**src/sv/npair_pkg.sv**
```systemverilog
// Package for the MIDI track note pairer: phase codes, status codes,
// shared structs and fixed widths. No dependencies.
package npair_pkg;

  localparam int PITCH_KEYS_DEF      = 256;
  localparam int NOTES_PER_PITCH_DEF = 4;
  localparam int VARLEN_MAX_BYTES    = 4;
  localparam int OUTQ_DEPTH          = 4;

  localparam logic [7:0] ST_META      = 8'hFF;
  localparam logic [7:0] ST_SYSEX     = 8'hF0;
  localparam logic [7:0] ST_ESCAPE    = 8'hF7;
  localparam logic [3:0] HI_NOTE_OFF  = 4'h8;
  localparam logic [3:0] HI_NOTE_ON   = 4'h9;
  localparam logic [3:0] HI_PROGRAM   = 4'hC;
  localparam logic [3:0] HI_PRESSURE  = 4'hD;

  typedef enum logic [2:0] {
    PH_DELTA, PH_EVENT, PH_META_TYPE, PH_LENGTH, PH_SKIP, PH_DATA1, PH_DATA2
  } phase_t;

  // One accepted byte as seen by the note queue
  typedef struct packed {
    logic        pf_en;     // prefetch pitch entry
    logic [7:0]  pf_pitch;
    logic        fin_en;    // two-data-byte event completes
    logic [7:0]  pitch;
    logic [3:0]  status_hi;
    logic [7:0]  d2;
    logic [31:0] tick;
    logic        last;      // final byte of the track
    logic [31:0] peak;
    logic        stopped;
  } event_t;

  // Work handed from the queue to the output queue, registered in the cycle after the byte
  typedef struct packed {
    logic        note_v;
    logic        sum_v;
    logic [7:0]  pitch;
    logic [31:0] off_tick;
    logic [10:0] open_count;
    logic [31:0] max_tick;
    logic [15:0] dropped;
    logic        stopped;
  } job_t;

  typedef struct packed {
    logic        is_summary;
    logic [7:0]  pitch;
    logic [7:0]  velocity;
    logic [31:0] on_tick;
    logic [31:0] off_tick;
    logic [10:0] open_count;
    logic [31:0] max_tick;
    logic [15:0] dropped;
    logic        stopped;
    logic        last;
  } result_t;

endpackage

```
**src/sv/npair_parser.sv**
```systemverilog
// Byte parser: delta times, running status, skipped bodies, event framing.
// Depends on npair_pkg.
module npair_parser
  import npair_pkg::*;
(
  input  logic       clk,
  input  logic       rst,
  input  logic       fire,
  input  logic [7:0] data_byte,
  input  logic       last_byte,
  output event_t     ev
);

  phase_t      phase, phase_next;
  logic [31:0] tick_now, tick_now_next;
  logic [31:0] tick_peak, tick_peak_next;
  logic [7:0]  status_held, status_held_next;
  logic [31:0] varlen_value, varlen_value_next;
  logic [2:0]  varlen_bytes, varlen_bytes_next;
  logic [31:0] skip_left, skip_left_next;
  logic [7:0]  first_data, first_data_next;
  logic        halted, halted_next;

  logic [31:0] vl_val;
  logic [2:0]  vl_cnt;
  logic        vl_done, vl_long;
  logic [3:0]  held_hi, byte_hi;
  logic [31:0] skip_dec;

  always_comb begin
    vl_val   = {varlen_value[24:0], data_byte[6:0]};
    vl_cnt   = varlen_bytes + 3'd1;
    vl_done  = !data_byte[7];
    vl_long  = data_byte[7] && (vl_cnt >= 3'(VARLEN_MAX_BYTES));
    held_hi  = status_held[7:4];
    byte_hi  = data_byte[7:4];
    skip_dec = (skip_left != 32'd0) ? skip_left - 32'd1 : skip_left;

    phase_next        = phase;
    tick_now_next     = tick_now;
    tick_peak_next    = tick_peak;
    status_held_next  = status_held;
    varlen_value_next = varlen_value;
    varlen_bytes_next = varlen_bytes;
    skip_left_next    = skip_left;
    first_data_next   = first_data;
    halted_next       = halted;

    ev           = '0;
    ev.pitch     = first_data;
    ev.status_hi = held_hi;
    ev.d2        = data_byte;
    ev.tick      = tick_now;
    ev.pf_pitch  = data_byte;

    if (fire && !halted) begin
      unique case (phase)
        PH_DELTA, PH_LENGTH: begin
          varlen_value_next = vl_val;
          if (vl_done) begin
            varlen_bytes_next = 3'd0;
            varlen_value_next = 32'd0;
            if (phase == PH_DELTA) begin
              tick_now_next = tick_now + vl_val;
              phase_next    = PH_EVENT;
            end else begin
              skip_left_next = vl_val;
              phase_next     = (vl_val == 32'd0) ? PH_DELTA : PH_SKIP;
            end
          end else begin
            varlen_bytes_next = vl_cnt;
            if (vl_long) halted_next = 1'b1;
          end
        end
        PH_EVENT: begin
          if (tick_now > tick_peak) tick_peak_next = tick_now;
          if (data_byte == ST_META) begin
            phase_next = PH_META_TYPE;
          end else if (data_byte == ST_SYSEX || data_byte == ST_ESCAPE) begin
            phase_next = PH_LENGTH;
          end else if (data_byte[7]) begin
            status_held_next = data_byte;
            if (byte_hi == HI_PROGRAM || byte_hi == HI_PRESSURE) begin
              skip_left_next = 32'd1;
              phase_next     = PH_SKIP;
            end else begin
              phase_next = PH_DATA1;
            end
          end else if (held_hi == HI_PROGRAM || held_hi == HI_PRESSURE) begin
            phase_next = PH_DELTA;
          end else begin
            first_data_next = data_byte;
            phase_next      = PH_DATA2;
            ev.pf_en        = 1'b1;
          end
        end
        PH_META_TYPE: phase_next = PH_LENGTH;
        PH_SKIP: begin
          skip_left_next = skip_dec;
          if (skip_dec == 32'd0) phase_next = PH_DELTA;
        end
        PH_DATA1: begin
          first_data_next = data_byte;
          phase_next      = PH_DATA2;
          ev.pf_en        = 1'b1;
        end
        PH_DATA2: begin
          phase_next = PH_DELTA;
          ev.fin_en  = 1'b1;
        end
        default: phase_next = PH_DELTA;
      endcase
    end

    ev.last    = fire && last_byte;
    ev.peak    = tick_peak_next;
    ev.stopped = halted_next || (phase_next != PH_DELTA) || (varlen_bytes_next != 3'd0);
  end

  always_ff @(posedge clk) begin
    if (rst || (fire && last_byte)) begin
      phase        <= PH_DELTA;
      tick_now     <= '0;
      tick_peak    <= '0;
      status_held  <= '0;
      varlen_value <= '0;
      varlen_bytes <= '0;
      skip_left    <= '0;
      first_data   <= '0;
      halted       <= 1'b0;
    end else begin
      phase        <= phase_next;
      tick_now     <= tick_now_next;
      tick_peak    <= tick_peak_next;
      status_held  <= status_held_next;
      varlen_value <= varlen_value_next;
      varlen_bytes <= varlen_bytes_next;
      skip_left    <= skip_left_next;
      first_data   <= first_data_next;
      halted       <= halted_next;
    end
  end

endmodule

```
**config.mk**
```make
export PLATFORM = sky130hd
export DESIGN_NAME = npair_parser
export DESIGN_NICKNAME = d
export VERILOG_FILES = /design/src/sv/npair_pkg.sv /design/src/sv/npair_parser.sv
export SDC_FILE = /design/constraint.sdc
export NUM_CORES = 1
export LEC_CHECK = 0
export ABC_AREA = 1
export BUFFER_PORTS_ARGS = -buffer_cell sky130_fd_sc_hd__buf_2
export CAP_MARGIN = 20
export CELL_PAD_IN_SITES_DETAIL_PLACEMENT = 1
export CELL_PAD_IN_SITES_GLOBAL_PLACEMENT = 2
export CORE_ASPECT_RATIO = 1.25
export CORE_MARGIN = 2
export CORE_UTILIZATION = 30
export CTS_BUF_LIST = sky130_fd_sc_hd__clkbuf_4 sky130_fd_sc_hd__clkbuf_8
export DETAILED_ROUTE_END_ITERATION = 12
export PLACE_DENSITY_LB_ADDON = 0.1
export SETUP_SLACK_MARGIN = 0.05
export SLEW_MARGIN = 20
export SYNTH_ARGS = -nofsm -noshare
export SYNTH_HDL_FRONTEND = slang
export SYNTH_SLANG_ARGS = --single-unit
export TNS_END_PERCENT = 1
```
**constraint.sdc**
```tcl
create_clock -name clk -period 2.4 [get_ports clk]
set_input_delay 0.24 -clock clk [delete_from_list [all_inputs] [get_ports clk]]
set_output_delay 0.24 -clock clk [all_outputs]
set_load 0.02 [all_outputs]
```
==> metrics.cfg <==
[die]
die_y_um=207
dieArea_sq_um=34500
die_w_um=167
rows=74
ios=108
coreArea_sq_um=32600
start_util_pct=30.4

[clock_tree]
insertion_delay_ns=0.50
cts_tree=built
cts_hold_buf=0
ctsHtreeMaxLevel=4
cts_num_sinks=140
clk_pin_slew_ns=0.09
cts-root-buf=clkbuf_8
cts_made_buffers=17
clockBufferDepth=2

[finish]
layout.cells.non_filler=2288
drive_gt1_share_pct=33.9
diodes=0
fin_nets=1938
area_growth_pct=43.1
utilization_pct=43.5
n_fill_cell=4212

[setup_path]
critPathCaptureType=output port
cp.required_ns=2.16
r2r_cells=16
rr_startpoint=tick_now[6]$_SDFFE_PP0P_
arrival_ns=2.75
worstSetupPathType=reg -> out
r2r_slack_ns=-0.01
r2r-end=tick_now[26]$_SDFFE_PP0P_
crit_fanout=6
cp-start-kind=flip-flop

[drt]
wirelength_um=41200
via_count=11400
antenna_left=0
drc=0
viasPerCell=4.97
wl_per_cell_um=18.0
dr.pass1.iters=5
first_iter_violations=438

[synth]
synth-main-ff-cell=dfxtp_1
ys_seq_elements=140
yosysMostFrequentCell=nand2_1
synth_top_area_share_pct=28.3
syn_nets=1603
synthTopCellsByArea=dfxtp_1 28%, nand2_1 12%, inv_1 8.4%
synth_edf_count=0
yosysWarnings=0
syn_avg_cell_area_sq_um=6.50
synth_top_cells_by_count=318 x nand2_1, 221 x inv_1, 170 x nor2_1, 140 x dfxtp_1, 139 x a21oi_1
ys_types=49
syn_area_sq_um=9910
async_reset_ff_share_pct=0
synth_cells=1525
yosysSeqAreaShare_pct=28.3
yosysTopAreaCell=dfxtp_1

[timing]
hold_ws_ns=0.134
rsz0062_at_grt=true
maxSlewViolCount=0
worstMarginPinSlew_ns=0.440
fmax_ghz=0.335
setup_viol=34
worst_slack_ns=-0.587
min_period_ns=2.99
fin_skew_ns=0.0178
maxSlewHeadroom_pct=70.7
hold_viol=0
post-route-period-util_pct=124

[global_route]
grt_remaining_overflow=0
grt_pass1_vias=11800
track_usage_pct=23.4
grt_pass1_wl_um=63900
grt_max_degree=48
antenna_found_initial=0

[power]
leakage_nw=7.18
power_mw=7.39
max-vdd-ir-drop_uv=428
powerDensity_nw_per_um2=521

[place]
dpl.hpwl_um=31700
port_buffers=107
post-place-ws_ns=-0.438
routabilityCongestion=0.856
dpl.cell_count=2250

[worst_hold_path]
hold-path-endpoint=first_data[1]$_SDFFE_PP0P_
worstHoldStart=data_byte[1]
min_path_type=in -> reg
hold_depth=3

[outcome]
violations=setup timing
status=complete, but fails checks

[job]
cap_viol_max_count=0

-- flip-flops by register name, indices dropped and copies added (netlist names) --
signal        flops
phase             3
varlen_value     25
skip_left        32
halted            1
status_held       4
tick_now         32
first_data        8
varlen_bytes      3
tick_peak        32
-- placed cells by master, fill, tap and decap left out, types with 33 or more instances in the layout --
master and instances:
buf_4 268, nand2_1 259, inv_1 199, a21oi_1 133, dfxtp_1 128, nor2_1 126
nand3_1 121, buf_2 80, o21ai_0 67, nand2_2 55, ha_1 50, nor2_2 33
-- what timing repair did --
action	4_1_cts	5_1_grt
setup endpoints to repair	77	84
gates resized for setup	90	200
gates cloned	2	2
pin swaps	8	27
setup buffers	1	4
-- how the worst max path moves through the flow --
stage	from	endpoint	slack [ns]	cells past startpoint
after floorplan	skip_left[0]$_SDFFE_PP0P_	ev[0]	0.05	18
after global placement	tick_peak[27]$_SDFF_PP0_	ev[4]	-0.50	14
after detailed placement	tick_peak[27]$_SDFF_PP0_	ev[8]	-0.44	14
after CTS	tick_peak[24]$_SDFF_PP0_	ev[6]	-0.81	15
after global routing	skip_left[1]$_SDFFE_PP0P_	ev[0]	-0.74	17
final	skip_left[9]$_SDFFE_PP0P_	ev[0]	-0.59	16
-- per-layer routing --
layer	share of wire, %	track usage (%)	vias to the layer above
met1	45	29.4	5494
met5	0	0	-
met3	1.8	2.23	50
met2	51	41.3	134
met4	2.2	8.50	0
li1	-	-	5699
-- stage by stage --
step | instance area [sq um] | setup TNS, ns
after floorplan | 9910 | 0
after global placement | 12700 | -19.20
after detailed placement | 12700 | -17.19
after CTS | 13500 | -26.27
after global routing | 14200 | -23.46
final | 14200 | -17.81
-- worst max-delay path, cell delays in order (launching register included) --
cell     delay [ns]
dfxtp_1        0.38
nor2_4         0.20
nand2_2        0.12
nor2_8         0.16
nand2_4        0.08
nor2_8         0.14
buf_4          0.17
a21oi_1        0.06
nor2_2         0.17
nand2_1        0.09
nor2_1         0.14
nand3_2        0.12
nand3_2        0.08
nand2_2        0.06
nand2_2        0.08
nand3_2        0.06
buf_6          0.13
-- kinds of logic (layout without fill, tap and decap cells) --
family	count (synthesis)	count (layout)	share of synthesized area (%)
AOI/OAI and AO/OA	306	306	18.6
xor gates and xnor gates	27	27	2.39
adders and majority gates	66	66	8.41
buffers and inverters	301	646	12.4
DFF	140	140	28.3
and+or+nand+nor	685	685	30.0
-- where the power goes --
part | internal [mW] | switching (mW)
logic | 1.24 | 1.74
clock network | 0.929 | 1.04
registers | 2.39 | 0.0580
-- final cells by class --
| cell class | count | area (sq um) | area share [%] |
|---|---|---|---|
| inverters | 231 | 880 | 6.20 |
| repair buffers | 386 | 2980 | 21.0 |
| clock inverters | 11 | 124 | 0.873 |
| clock buffers | 18 | 248 | 1.75 |
| well taps | 418 | 523 | 3.69 |
| multi-input cells | 1084 | 6620 | 46.6 |
| flip-flops and latches | 140 | 2820 | 19.9 |
Note: power is estimated with default switching activity, not from simulation.
