===== config.mk =====
export PLATFORM = sky130hd
export DESIGN_NAME = npair_outq
export DESIGN_NICKNAME = d
export VERILOG_FILES = /design/src/sv/npair_pkg.sv /design/src/sv/npair_outq.sv
export SDC_FILE = /design/constraint.sdc
export NUM_CORES = 1
export LEC_CHECK = 0
export BUFFER_PORTS_ARGS = -buffer_cell sky130_fd_sc_hd__clkbuf_2
export CAP_MARGIN = 20
export CORE_UTILIZATION = 30
export CTS_CLUSTER_SIZE = 14
export DETAILED_ROUTE_END_ITERATION = 10
export GPL_TIMING_DRIVEN = 0
export PLACE_DENSITY = 0.56
export SETUP_SLACK_MARGIN = 0.2
export SYNTH_ARGS = -nofsm -noshare
export SYNTH_HDL_FRONTEND = slang
export SYNTH_SLANG_ARGS = --single-unit
export TNS_END_PERCENT = 20

===== constraint.sdc =====
create_clock -name clk -period 15.4 [get_ports clk]
set_input_delay 0.77 -clock clk [delete_from_list [all_inputs] [get_ports clk]]
set_output_delay 0.77 -clock clk [all_outputs]
set_load 0.01 [all_outputs]

===== src/sv/npair_pkg.sv =====
// Package for the MIDI track note pairer: phase codes, status codes,
// shared structs and fixed widths. No dependencies.
package npair_pkg;

  localparam int PITCH_KEYS_DEF      = 256;
  localparam int NOTES_PER_PITCH_DEF = 4;
  localparam int VARLEN_MAX_BYTES    = 4;
  localparam int OUTQ_DEPTH          = 4;

  localparam logic [7:0] ST_META      = 8'hFF;
  localparam logic [7:0] ST_SYSEX     = 8'hF0;
  localparam logic [7:0] ST_ESCAPE    = 8'hF7;
  localparam logic [3:0] HI_NOTE_OFF  = 4'h8;
  localparam logic [3:0] HI_NOTE_ON   = 4'h9;
  localparam logic [3:0] HI_PROGRAM   = 4'hC;
  localparam logic [3:0] HI_PRESSURE  = 4'hD;

  typedef enum logic [2:0] {
    PH_DELTA, PH_EVENT, PH_META_TYPE, PH_LENGTH, PH_SKIP, PH_DATA1, PH_DATA2
  } phase_t;

  // One accepted byte as seen by the note queue
  typedef struct packed {
    logic        pf_en;     // prefetch pitch entry
    logic [7:0]  pf_pitch;
    logic        fin_en;    // two-data-byte event completes
    logic [7:0]  pitch;
    logic [3:0]  status_hi;
    logic [7:0]  d2;
    logic [31:0] tick;
    logic        last;      // final byte of the track
    logic [31:0] peak;
    logic        stopped;
  } event_t;

  // Work handed from the queue to the output queue, registered in the cycle after the byte
  typedef struct packed {
    logic        note_v;
    logic        sum_v;
    logic [7:0]  pitch;
    logic [31:0] off_tick;
    logic [10:0] open_count;
    logic [31:0] max_tick;
    logic [15:0] dropped;
    logic        stopped;
  } job_t;

  typedef struct packed {
    logic        is_summary;
    logic [7:0]  pitch;
    logic [7:0]  velocity;
    logic [31:0] on_tick;
    logic [31:0] off_tick;
    logic [10:0] open_count;
    logic [31:0] max_tick;
    logic [15:0] dropped;
    logic        stopped;
    logic        last;
  } result_t;

endpackage


===== src/sv/npair_outq.sv =====
// Result queue: forms paired-note and summary results and buffers them
// toward the output stream. Depends on npair_pkg.
module npair_outq
  import npair_pkg::*;
(
  input  logic        clk,
  input  logic        rst,
  input  job_t        job,
  input  logic [39:0] note_rdata,
  input  logic        pop,
  output result_t     head_res,
  output logic        not_empty,
  output logic [2:0]  count
);

  result_t   buf_q [OUTQ_DEPTH];
  logic [1:0] wr_ptr, rd_ptr;
  result_t   note_res, sum_res;
  logic [1:0] n_push;

  always_comb begin
    note_res          = '0;
    note_res.pitch    = job.pitch;
    note_res.velocity = note_rdata[39:32];
    note_res.on_tick  = note_rdata[31:0];
    note_res.off_tick = job.off_tick;
    note_res.last     = !job.sum_v;

    sum_res            = '0;
    sum_res.is_summary = 1'b1;
    sum_res.open_count = job.open_count;
    sum_res.max_tick   = job.max_tick;
    sum_res.dropped    = job.dropped;
    sum_res.stopped    = job.stopped;
    sum_res.last       = 1'b1;

    n_push    = 2'(job.note_v) + 2'(job.sum_v);
    not_empty = count != 3'd0;
    head_res  = buf_q[rd_ptr];
  end

  always_ff @(posedge clk) begin
    if (job.note_v) buf_q[wr_ptr] <= note_res;
    if (job.sum_v) buf_q[wr_ptr + 2'(job.note_v)] <= sum_res;
  end

  always_ff @(posedge clk) begin
    if (rst) begin
      wr_ptr <= '0;
      rd_ptr <= '0;
      count  <= '0;
    end else begin
      wr_ptr <= wr_ptr + n_push;
      rd_ptr <= rd_ptr + 2'(pop);
      count  <= count + 3'(n_push) - 3'(pop);
    end
  end

endmodule


==> out/metrics.yaml, run 1 <==
status: "complete, no violations"
tightest_slew_ns: 0.981
busiest_layer: "met2"
grt_usage: 0.184
timing.final.crit_share: 0.255
drc: 0
grt.met2_usage: 0.312
start_util: 0.303
dp.cells: 3494
hpwl_mm: 50.8
final_max_slew_viol_count: 0
grt_start_max_net_pins: 47
synth_top_flop_cell: "dfxtp_1"
final_core_util: 0.371
startpoint_type: "flip-flop"
grt_overflow: 0
dpl_cell_area_um2: 26900
antenna_left: 0
finalHoldViolCount: 0
grt_antenna_before_repair: 14
portBuffers: 290
ir_drop_uv: 89.2
cts_tree: "done"
cts_hold_buffers: 0
die_area_um2: 80800
cts_buffer_depth: 3
final_cell_mix: "647 x nand2_1, 335 x dfxtp_1, 320 x a21oi_1"
hold_path_class: "input port to flip-flop"
yosysSeqAreaShare: 0.582
fmax_mhz: 255
power.leakage_nw: 11.1
vias_per_cell: 4.86
grt_pass1_vias: 18000
clock_sinks: 575
avgRoutedWirePerCell_um: 20.8
reg2reg_from: "wr_ptr[0]"
rr_worst_depth: 6
syn_area_um2: 23900
path_class: "flip-flop to primary output"
cap_viol_max_count: 0
core-area_um2: 78900
clk_transition_reported_paths_ns: 0.06
slew_headroom: 0.346
drt_pass1_iterations: 5
htreeDepth: 3
drtIter0Drc: 1313
cts_buffers: 69
hold_path_end: "buf_q[2][91]"
insertion_delay_ns: 0.62
instances_no_fill: 3623
synth_adder_area_share: 0.00450
period_minus_slack_ns: 3.92
final_area_um2: 29200
synth_xor_area_frac: 0.00283
vias: 17600
tns_ns: 0
required_ns: 14.63
synthMuxAreaShare: 0.134
synth_compound_area_frac: 0.0694
syn_nets: 2299
wl_mm: 75.2
synth_top_family_by_area: "simple AND/OR/NAND/NOR gates"
drive_gt1_frac: 0.263
gr-usage-met3: 0.0539
ios: 291
cts_resized: 0
die_x_um: 284
cts_root_buf: "clkbuf_16"
synth.distinct_cells: 35
row_count: 103
syn_to_final_growth_pct: 22.3
min_path_cells: 3
end_kind: "primary output"
yosys_warnings: 0
synthCells: 2146
synth_edf_count: 240
setup_viol_count_final: 0
async_flop_share: 0
post_cts_buffers: 0
layout_commonest_cell: "nand2_1"
synth-simple-area-share: 0.172
place.gp.congestion: 0.805
crit_arrival_ns: 3.15
hold_start: "job[90]"
fin_nets: 2668
grt_pass1_wl_mm: 112
skew_ns: 0.0248
die_h_um: 284
reg2reg_setup_slack_ns: 12.47
rsz0062_at_grt: "false"
cp_max_fo: 10
avgSynthCellArea_um2: 11.1
worstReg2RegEnd: "buf_q[0][109]"
synth-seq-cells: 575
powerDensity_nw_per_um2: 164
use_met1: 0.228
cell usage after synthesis (3+ instances only):
cell | number | share of area
ha_1 | 7 | 0.0037
buf_6 | 3 | 0.0014
mux4_2 | 142 | 0.13
nand3_1 | 3 | 0.00063
buf_2 | 91 | 0.019
edfxtp_1 | 240 | 0.30
and2_1 | 241 | 0.063
a21oi_1 | 320 | 0.067
clkbuf_2 | 5 | 0.0010
nor2_1 | 7 | 0.0011
clkbuf_1 | 49 | 0.0077
buf_4 | 18 | 0.0057
nor2b_1 | 3 | 0.00079
inv_1 | 5 | 0.00079
nand2_1 | 649 | 0.10
dfxtp_1 | 335 | 0.28
xnor2_1 | 3 | 0.0011
per-stage QoR:
| stage | power, W | hold WS [ns] | worst slack [ns] |
|---|---|---|---|
| global placement | 0.00312 | 0.435 | 4.70 |
| finish | 0.00478 | 0.407 | 11.48 |
| CTS | 0.00484 | 0.372 | 11.32 |
| floorplan | 0.00274 | 0.419 | 9.30 |
| global route | 0.00502 | 0.388 | 11.23 |
| detailed placement | 0.00317 | 0.440 | 11.98 |
final cells by class:
| class | instances | area, um2 |
|---|---|---|
| Timing Repair Buffer | 298 | 1660 |
| Tap cell | 1050 | 1310 |
| Sequential cell | 575 | 13900 |
| Antenna cell | 6 | 15.0 |
| Clock buffer | 90 | 1910 |
| Inverter | 5 | 18.8 |
| Fill cell | 7828 | 49600 |
| Clock inverter | 33 | 400 |
| Buffer | 166 | 833 |
| Multi-Input combinational cell | 1400 | 9170 |
metal layers:
metal	part of all wire	wire length (um)
met4	0.021	1590
met1	0.40	29900
met5	0.0013	96
met2	0.49	37000
met3	0.088	6620
logic make-up after synthesis:
group	count (synthesis)
XOR/XNOR	6
AND/OR/NAND/NOR	916
multiplexers	142
adder cells (fa/ha/maj)	8
buffers and inverters	171
flip-flops	575
AO/OA/AOI/OAI	328
where the power goes:
group | internal [W] | switching, W | leakage, nW
clock network | 0.000983 | 0.000673 | 1.12
registers | 0.00195 | 0.000142 | 4.99
logic | 0.000449 | 0.000578 | 5.02
worst max path at each step:
| stage | cells past startpoint | endpoint | slack [ns] | from |
|---|---|---|---|---|
| global placement | 4 | buf_q[2][48] | 4.70 | job[101] |
| CTS | 5 | head_res[136] | 11.32 | rd_ptr[0] |
| floorplan | 3 | buf_q[0][10] | 9.30 | job[101] |
| finish | 5 | head_res[124] | 11.48 | rd_ptr[0] |
| global route | 5 | head_res[138] | 11.23 | rd_ptr[0] |
| detailed placement | 7 | buf_q[0][121] | 11.98 | job[101] |
critical path: stages (launching register included):
cell      delay, ns
dfxtp_1        0.33
clkbuf_1       0.54
buf_2          0.54
buf_4          0.34
mux4_2         0.61
clkbuf_2       0.16
flip-flops by register name, indices dropped and copies added (netlist names):
register and flops:
buf_q 568, wr_ptr 2, rd_ptr 2, count 3
Note: power is estimated with default switching activity, not from simulation.
==> inputs of run 2 (changes only) <==
--- a/config.mk
+++ b/config.mk
@@ -11,7 +11,7 @@
 export CTS_CLUSTER_SIZE = 14
 export DETAILED_ROUTE_END_ITERATION = 10
 export GPL_TIMING_DRIVEN = 0
-export PLACE_DENSITY = 0.56
+export PLACE_DENSITY = 0.57
 export SETUP_SLACK_MARGIN = 0.2
 export SYNTH_ARGS = -nofsm -noshare
 export SYNTH_HDL_FRONTEND = slang
==> constraint.sdc (replaced) <==
create_clock -name clk -period 3.41 [get_ports clk]
set_input_delay 0.1705 -clock clk [delete_from_list [all_inputs] [get_ports clk]]
set_output_delay 0.1705 -clock clk [all_outputs]
set_load 0.01 [all_outputs]
==> run 2 against run 1 <==
Against the previous run: routed wire length down 1.7%; sequential share of layout area fell by 2.2 points; first-iteration DRC count decreased by 14%; non-clock buffer count is 143 higher; worst hold slack got worse by 0.36 ns; critical endpoint is now head_res[64]; largest cell class unchanged; highest routed layer unchanged.
==> out/metrics.yaml, run 2 (synthesis results as in run 1) <==
antenna_left: 0
die_h_um: 284
fin_nets: 2810
path_buf_inv: 4
grt_pass1_vias: 17900
gr-usage-met3: 0.0431
crit_top_cell: "clkbuf_2"
slew_headroom: 0.402
syn_to_final_growth_pct: 28.4
ir_drop_uv: 402
grt.met2_usage: 0.307
grt_overflow: 0
cts_tree: "done"
layout_commonest_cell: "nand2_1"
final_cell_mix: "647 x nand2_1, 335 x dfxtp_1, 320 x a21oi_1"
hpwl_mm: 49.0
row_count: 103
powerDensity_nw_per_um2: 708
final_max_slew_viol_count: 0
grt_antenna_before_repair: 8
clock_sinks: 575
wl_mm: 73.9
drt_pass1_iterations: 6
status: "complete, no violations"
drc: 0
htreeDepth: 3
drive_gt1_frac: 0.248
fill_cells: 7782
clk_transition_reported_paths_ns: 0.07
cp_cell_sequence: "clkbuf_2 -> buf_2 -> buf_4 -> mux4_2 -> clkbuf_2"
finalPower_w: 0.0217
use_met1: 0.233
slowest_stage: "mux4_2"
die_area_um2: 80800
cap_viol_max_count: 0
final_core_util: 0.389
insertion_delay_ns: 0.61
grt_usage: 0.182
cts_root_buf: "clkbuf_16"
tns_ns: 0
place.gp.congestion: 0.746
power.leakage_nw: 11.7
start_util: 0.303
top_regs: "buf_q: 568 flops, count: 3 flops"
crit_family: "buffers and inverters"
required_ns: 3.24
largest_reg_flops: 568
avgRoutedWirePerCell_um: 19.6
core-area_um2: 78900
portBuffers: 290
top_register: "buf_q"
timing.final.crit_share: 0.887
crit_arrival_ns: 2.85
startpoint_type: "flip-flop"
cts_buffers: 68
skew_ns: 0.0217
end_kind: "primary output"
multiInputGateArea_um2: 9170
seqCellArea_um2: 13900
period_minus_slack_ns: 3.02
tightest_slew_ns: 0.896
busiest_layer: "met2"
rsz0062_at_grt: "false"
hold_path_class: "input port to flip-flop"
die_x_um: 284
cts_buffer_depth: 3
grt_pass1_wl_mm: 111
cp_max_fo: 10
finalHoldViolCount: 0
vias: 17700
ios: 291
path_class: "flip-flop to primary output"
setup_viol_count_final: 0
grt_start_max_net_pins: 45
fmax_mhz: 331
critical_path.max_stage_delay_ns: 0.56
vias_per_cell: 4.69
drtIter0Drc: 1133
run 2: cell count changes in the layout (fill, tap and decap cells not counted), sizes merged:
cell,delta
clkinv,+1
clkinvlp,-3
buf,+1
inv,-3
clkbuf,+2
bufinv,+2
dlygate4sd3,+142
run 2: report_power, final:
group          internal [W]  total [W]  switching, W
Combinational       0.00214    0.00471       0.00258
Sequential          0.00883    0.00946      0.000629
Clock               0.00458    0.00757       0.00298
Total                0.0155     0.0217       0.00619
run 2: repair_timing:
item | CTS | global route
setup endpoints to repair | 80 | 0
hold buffers | 142 | 0
resized for setup | 1 | 0
buffers inserted | 0 | 0
endpoints found under the hold margin | 567 | 0
run 2: path summary, 6_finish.rpt:
path	cells after the start	end	slack [ns]	start
worst min register to register	2	buf_q[1][141]	0.45	buf_q[1][141]
worst min-delay path	3	buf_q[1][0]	0.05	job[100]
worst max-delay path	5	head_res[64]	0.39	rd_ptr[0]
worst max register to register	6	buf_q[0][117]	0.44	wr_ptr[0]
run 2: cell type report:
cell class | count | share of cell area
Sequential cell | 575 | 0.453
Multi-Input combinational cell | 1400 | 0.299
Timing Repair Buffer | 441 | 0.101
Clock buffer | 92 | 0.0628
Tap cell | 1050 | 0.0428
Buffer | 166 | 0.0272
Clock inverter | 30 | 0.0127
Inverter | 5 | 0.000612
Antenna cell | 6 | 0.000489
run 2: routing by layer:
layer / vias up / wire length, um / share of wire
li1: 8449 / - / -
met1: 8647 / 31400 / 0.43
met2: 466 / 35800 / 0.48
met3: 96 / 5130 / 0.069
met4: 12 / 1470 / 0.020
met5: - / 84 / 0.0011
run 2: per-stage QoR:
step | setup slack (ns) | hold WS, ns | cell area (um2) | std cells
after floorplan | -0.709 | 0.237 | 23900 | 2146
after global placement | -3.37 | 0.432 | 26700 | 3486
after detailed placement | 0.352 | 0.437 | 26900 | 3495
after CTS | 0.242 | 0.0521 | 30700 | 3759
after global routing | 0.208 | 0.0655 | 30700 | 3761
final | 0.386 | 0.0502 | 30700 | 3765
run 2: tightest hold or removal path: cells and delay by family:
kind	cells	cell delay [ns]
compound gates	1	0.11
buf+inv	2	0.32
==> inputs of run 3 (changes only) <==
--- a/config.mk
+++ b/config.mk
@@ -8,10 +8,12 @@
 export BUFFER_PORTS_ARGS = -buffer_cell sky130_fd_sc_hd__clkbuf_2
 export CAP_MARGIN = 20
 export CORE_UTILIZATION = 30
+export CTS_BUF_LIST = sky130_fd_sc_hd__clkbuf_16
+export CTS_CLUSTER_DIAMETER = 30
 export CTS_CLUSTER_SIZE = 14
 export DETAILED_ROUTE_END_ITERATION = 10
 export GPL_TIMING_DRIVEN = 0
-export PLACE_DENSITY = 0.57
+export PLACE_DENSITY = 0.56
 export SETUP_SLACK_MARGIN = 0.2
 export SYNTH_ARGS = -nofsm -noshare
 export SYNTH_HDL_FRONTEND = slang
==> constraint.sdc (replaced) <==
create_clock -name clk -period 3.6 [get_ports clk]
set_input_delay 0.18 -clock clk [delete_from_list [all_inputs] [get_ports clk]]
set_output_delay 0.18 -clock clk [all_outputs]
set_load 0.01 [all_outputs]
==> run 3 against run 2 <==
Against the previous run: count of clock-buffer cells in the layout rose by 42; first-iteration DRC count rose by 5.6%; worst hold slack improved by 0.068 ns; cell count increased by 3.2%; global-route usage increased by 0.78 points; sequential power fell by 5.0%; clock skew rose by 0.0076 ns; routed wire length is 4.1% higher; largest cell class unchanged.
==> out/metrics.yaml, run 3 (synthesis results as in run 1) <==
row_count: 103
grt_overflow: 0
grt_usage: 0.190
core-area_um2: 78900
crit_top_cell: "clkbuf_2"
crit_arrival_ns: 2.93
clock_sinks: 575
die_area_um2: 80800
die_h_um: 284
grt_pass1_vias: 19800
dpl_cell_area_um2: 26900
slowest_stage: "mux4_2"
period_minus_slack_ns: 3.11
powerDensity_nw_per_um2: 782
hpwl_mm: 50.5
clk_transition_reported_paths_ns: 0.04
place.gp.congestion: 0.795
layout_commonest_cell: "nand2_1"
vias_per_cell: 4.79
min_path_cells: 4
vias: 18600
timing.final.crit_share: 0.863
drive_gt1_frac: 0.275
end_kind: "primary output"
wl_mm: 77.0
fmax_mhz: 322
setup_viol_count_final: 0
ios: 291
cts_buffer_depth: 3
grt_antenna_before_repair: 8
finalPower_w: 0.0258
top_register: "buf_q"
critical_path.max_stage_delay_ns: 0.53
drc: 0
skew_ns: 0.0292
final_cell_mix: "647 x nand2_1, 335 x dfxtp_1, 320 x a21oi_1"
startpoint_type: "flip-flop"
portBuffers: 290
fin_nets: 2874
path_class: "flip-flop to primary output"
required_ns: 3.42
drt_pass1_iterations: 6
cp_cell_sequence: "clkbuf_2 -> buf_2 -> buf_4 -> mux4_2 -> clkbuf_2"
cp_max_fo: 10
syn_to_final_growth_pct: 38.0
insertion_delay_ns: 0.69
rsz0062_at_grt: "false"
cts_tree: "done"
tns_ns: 0
grt_pass1_wl_mm: 116
largest_reg_flops: 568
fill_cells: 7446
cap_viol_max_count: 0
avgRoutedWirePerCell_um: 19.8
grt_start_max_net_pins: 45
start_util: 0.303
drtIter0Drc: 1197
slew_headroom: 0.444
ir_drop_uv: 472
cts_buffers: 131
final_area_um2: 33000
final_max_slew_viol_count: 0
status: "complete, no violations"
power.leakage_nw: 12.9
antenna_left: 0
htreeDepth: 4
hold_path_class: "input port to flip-flop"
tightest_slew_ns: 0.834
finalHoldViolCount: 0
cts_root_buf: "clkbuf_16"
rr_worst_depth: 6
die_x_um: 284
top_regs: "buf_q: 568 flops, count: 3 flops"
==> run 3: cell count changes in the layout (fill, tap and decap cells not counted), moves of 11 or more <==
cell / delta
clkinv_2: +11
clkinv_4: +11
clkbuf_16: +63
bufinv_16: +13
clkbuf_1: -14
inv_1: +13
clkinv_1: +11
==> run 3: repair_timing <==
action | 4_1_cts | 5_1_grt
buffers inserted | 0 | 0
hold buffers | 143 | 0
setup endpoints to repair | 80 | 0
endpoints found under the hold margin | 570 | 0
gates resized for setup | 1 | 0
==> run 3: cell type report <==
| cell class | count | area [um2] | area share |
|---|---|---|---|
| sequential | 575 | 13900 | 0.422 |
| multi-input combinational | 1400 | 9170 | 0.278 |
| clock buffer | 134 | 3350 | 0.102 |
| timing repair buffer | 442 | 3100 | 0.0940 |
| tap | 1050 | 1310 | 0.0398 |
| clock inverter | 105 | 1260 | 0.0383 |
| buffer | 166 | 835 | 0.0253 |
| antenna | 9 | 22.5 | 0.000683 |
| inverter | 5 | 18.8 | 0.000569 |
==> run 3: path summary, 6_finish.rpt <==
path,start,end,slack [ns]
min,job[101],wr_ptr[0],0.12
min reg2reg,buf_q[2][130],buf_q[2][130],0.45
max,rd_ptr[0],head_res[139],0.49
max reg2reg,wr_ptr[0],buf_q[0][137],0.52
==> run 3: routing by layer <==
layer / wire (um) / track usage / share of wire
met1: 30500 / 0.227 / 0.40
met2: 38600 / 0.327 / 0.50
met3: 5940 / 0.0524 / 0.077
met4: 1930 / 0.0656 / 0.025
met5: 41 / 0 / 0.00053
==> run 3: stage by stage <==
step | hold WS (ns) | util | cells | setup slack (ns)
6_report | 0.118 | 0.418 | 3886 | 0.494
5_1_grt | 0.153 | 0.418 | 3882 | 0.314
4_1_cts | 0.0857 | 0.418 | 3877 | 0.359
3_5_place_dp | 0.439 | 0.341 | 3495 | 0.515
3_3_place_gp | 0.429 | 0.338 | 3486 | -3.33
2_1_floorplan | 0.247 | - | 2146 | -0.519
==> run 3: power by group <==
| group | switching (W) | internal (W) |
|---|---|---|
| registers | 0.000606 | 0.00838 |
| clock network | 0.00395 | 0.00831 |
| logic | 0.00251 | 0.00202 |
| total | 0.00707 | 0.0187 |
==> run 3: critical path, delay by kind of cell, from the launching register on <==
kind	cells	cell delay [ns]
multiplexers	1	0.53
buffers and inverters	4	1.37
flip-flops	1	0.33
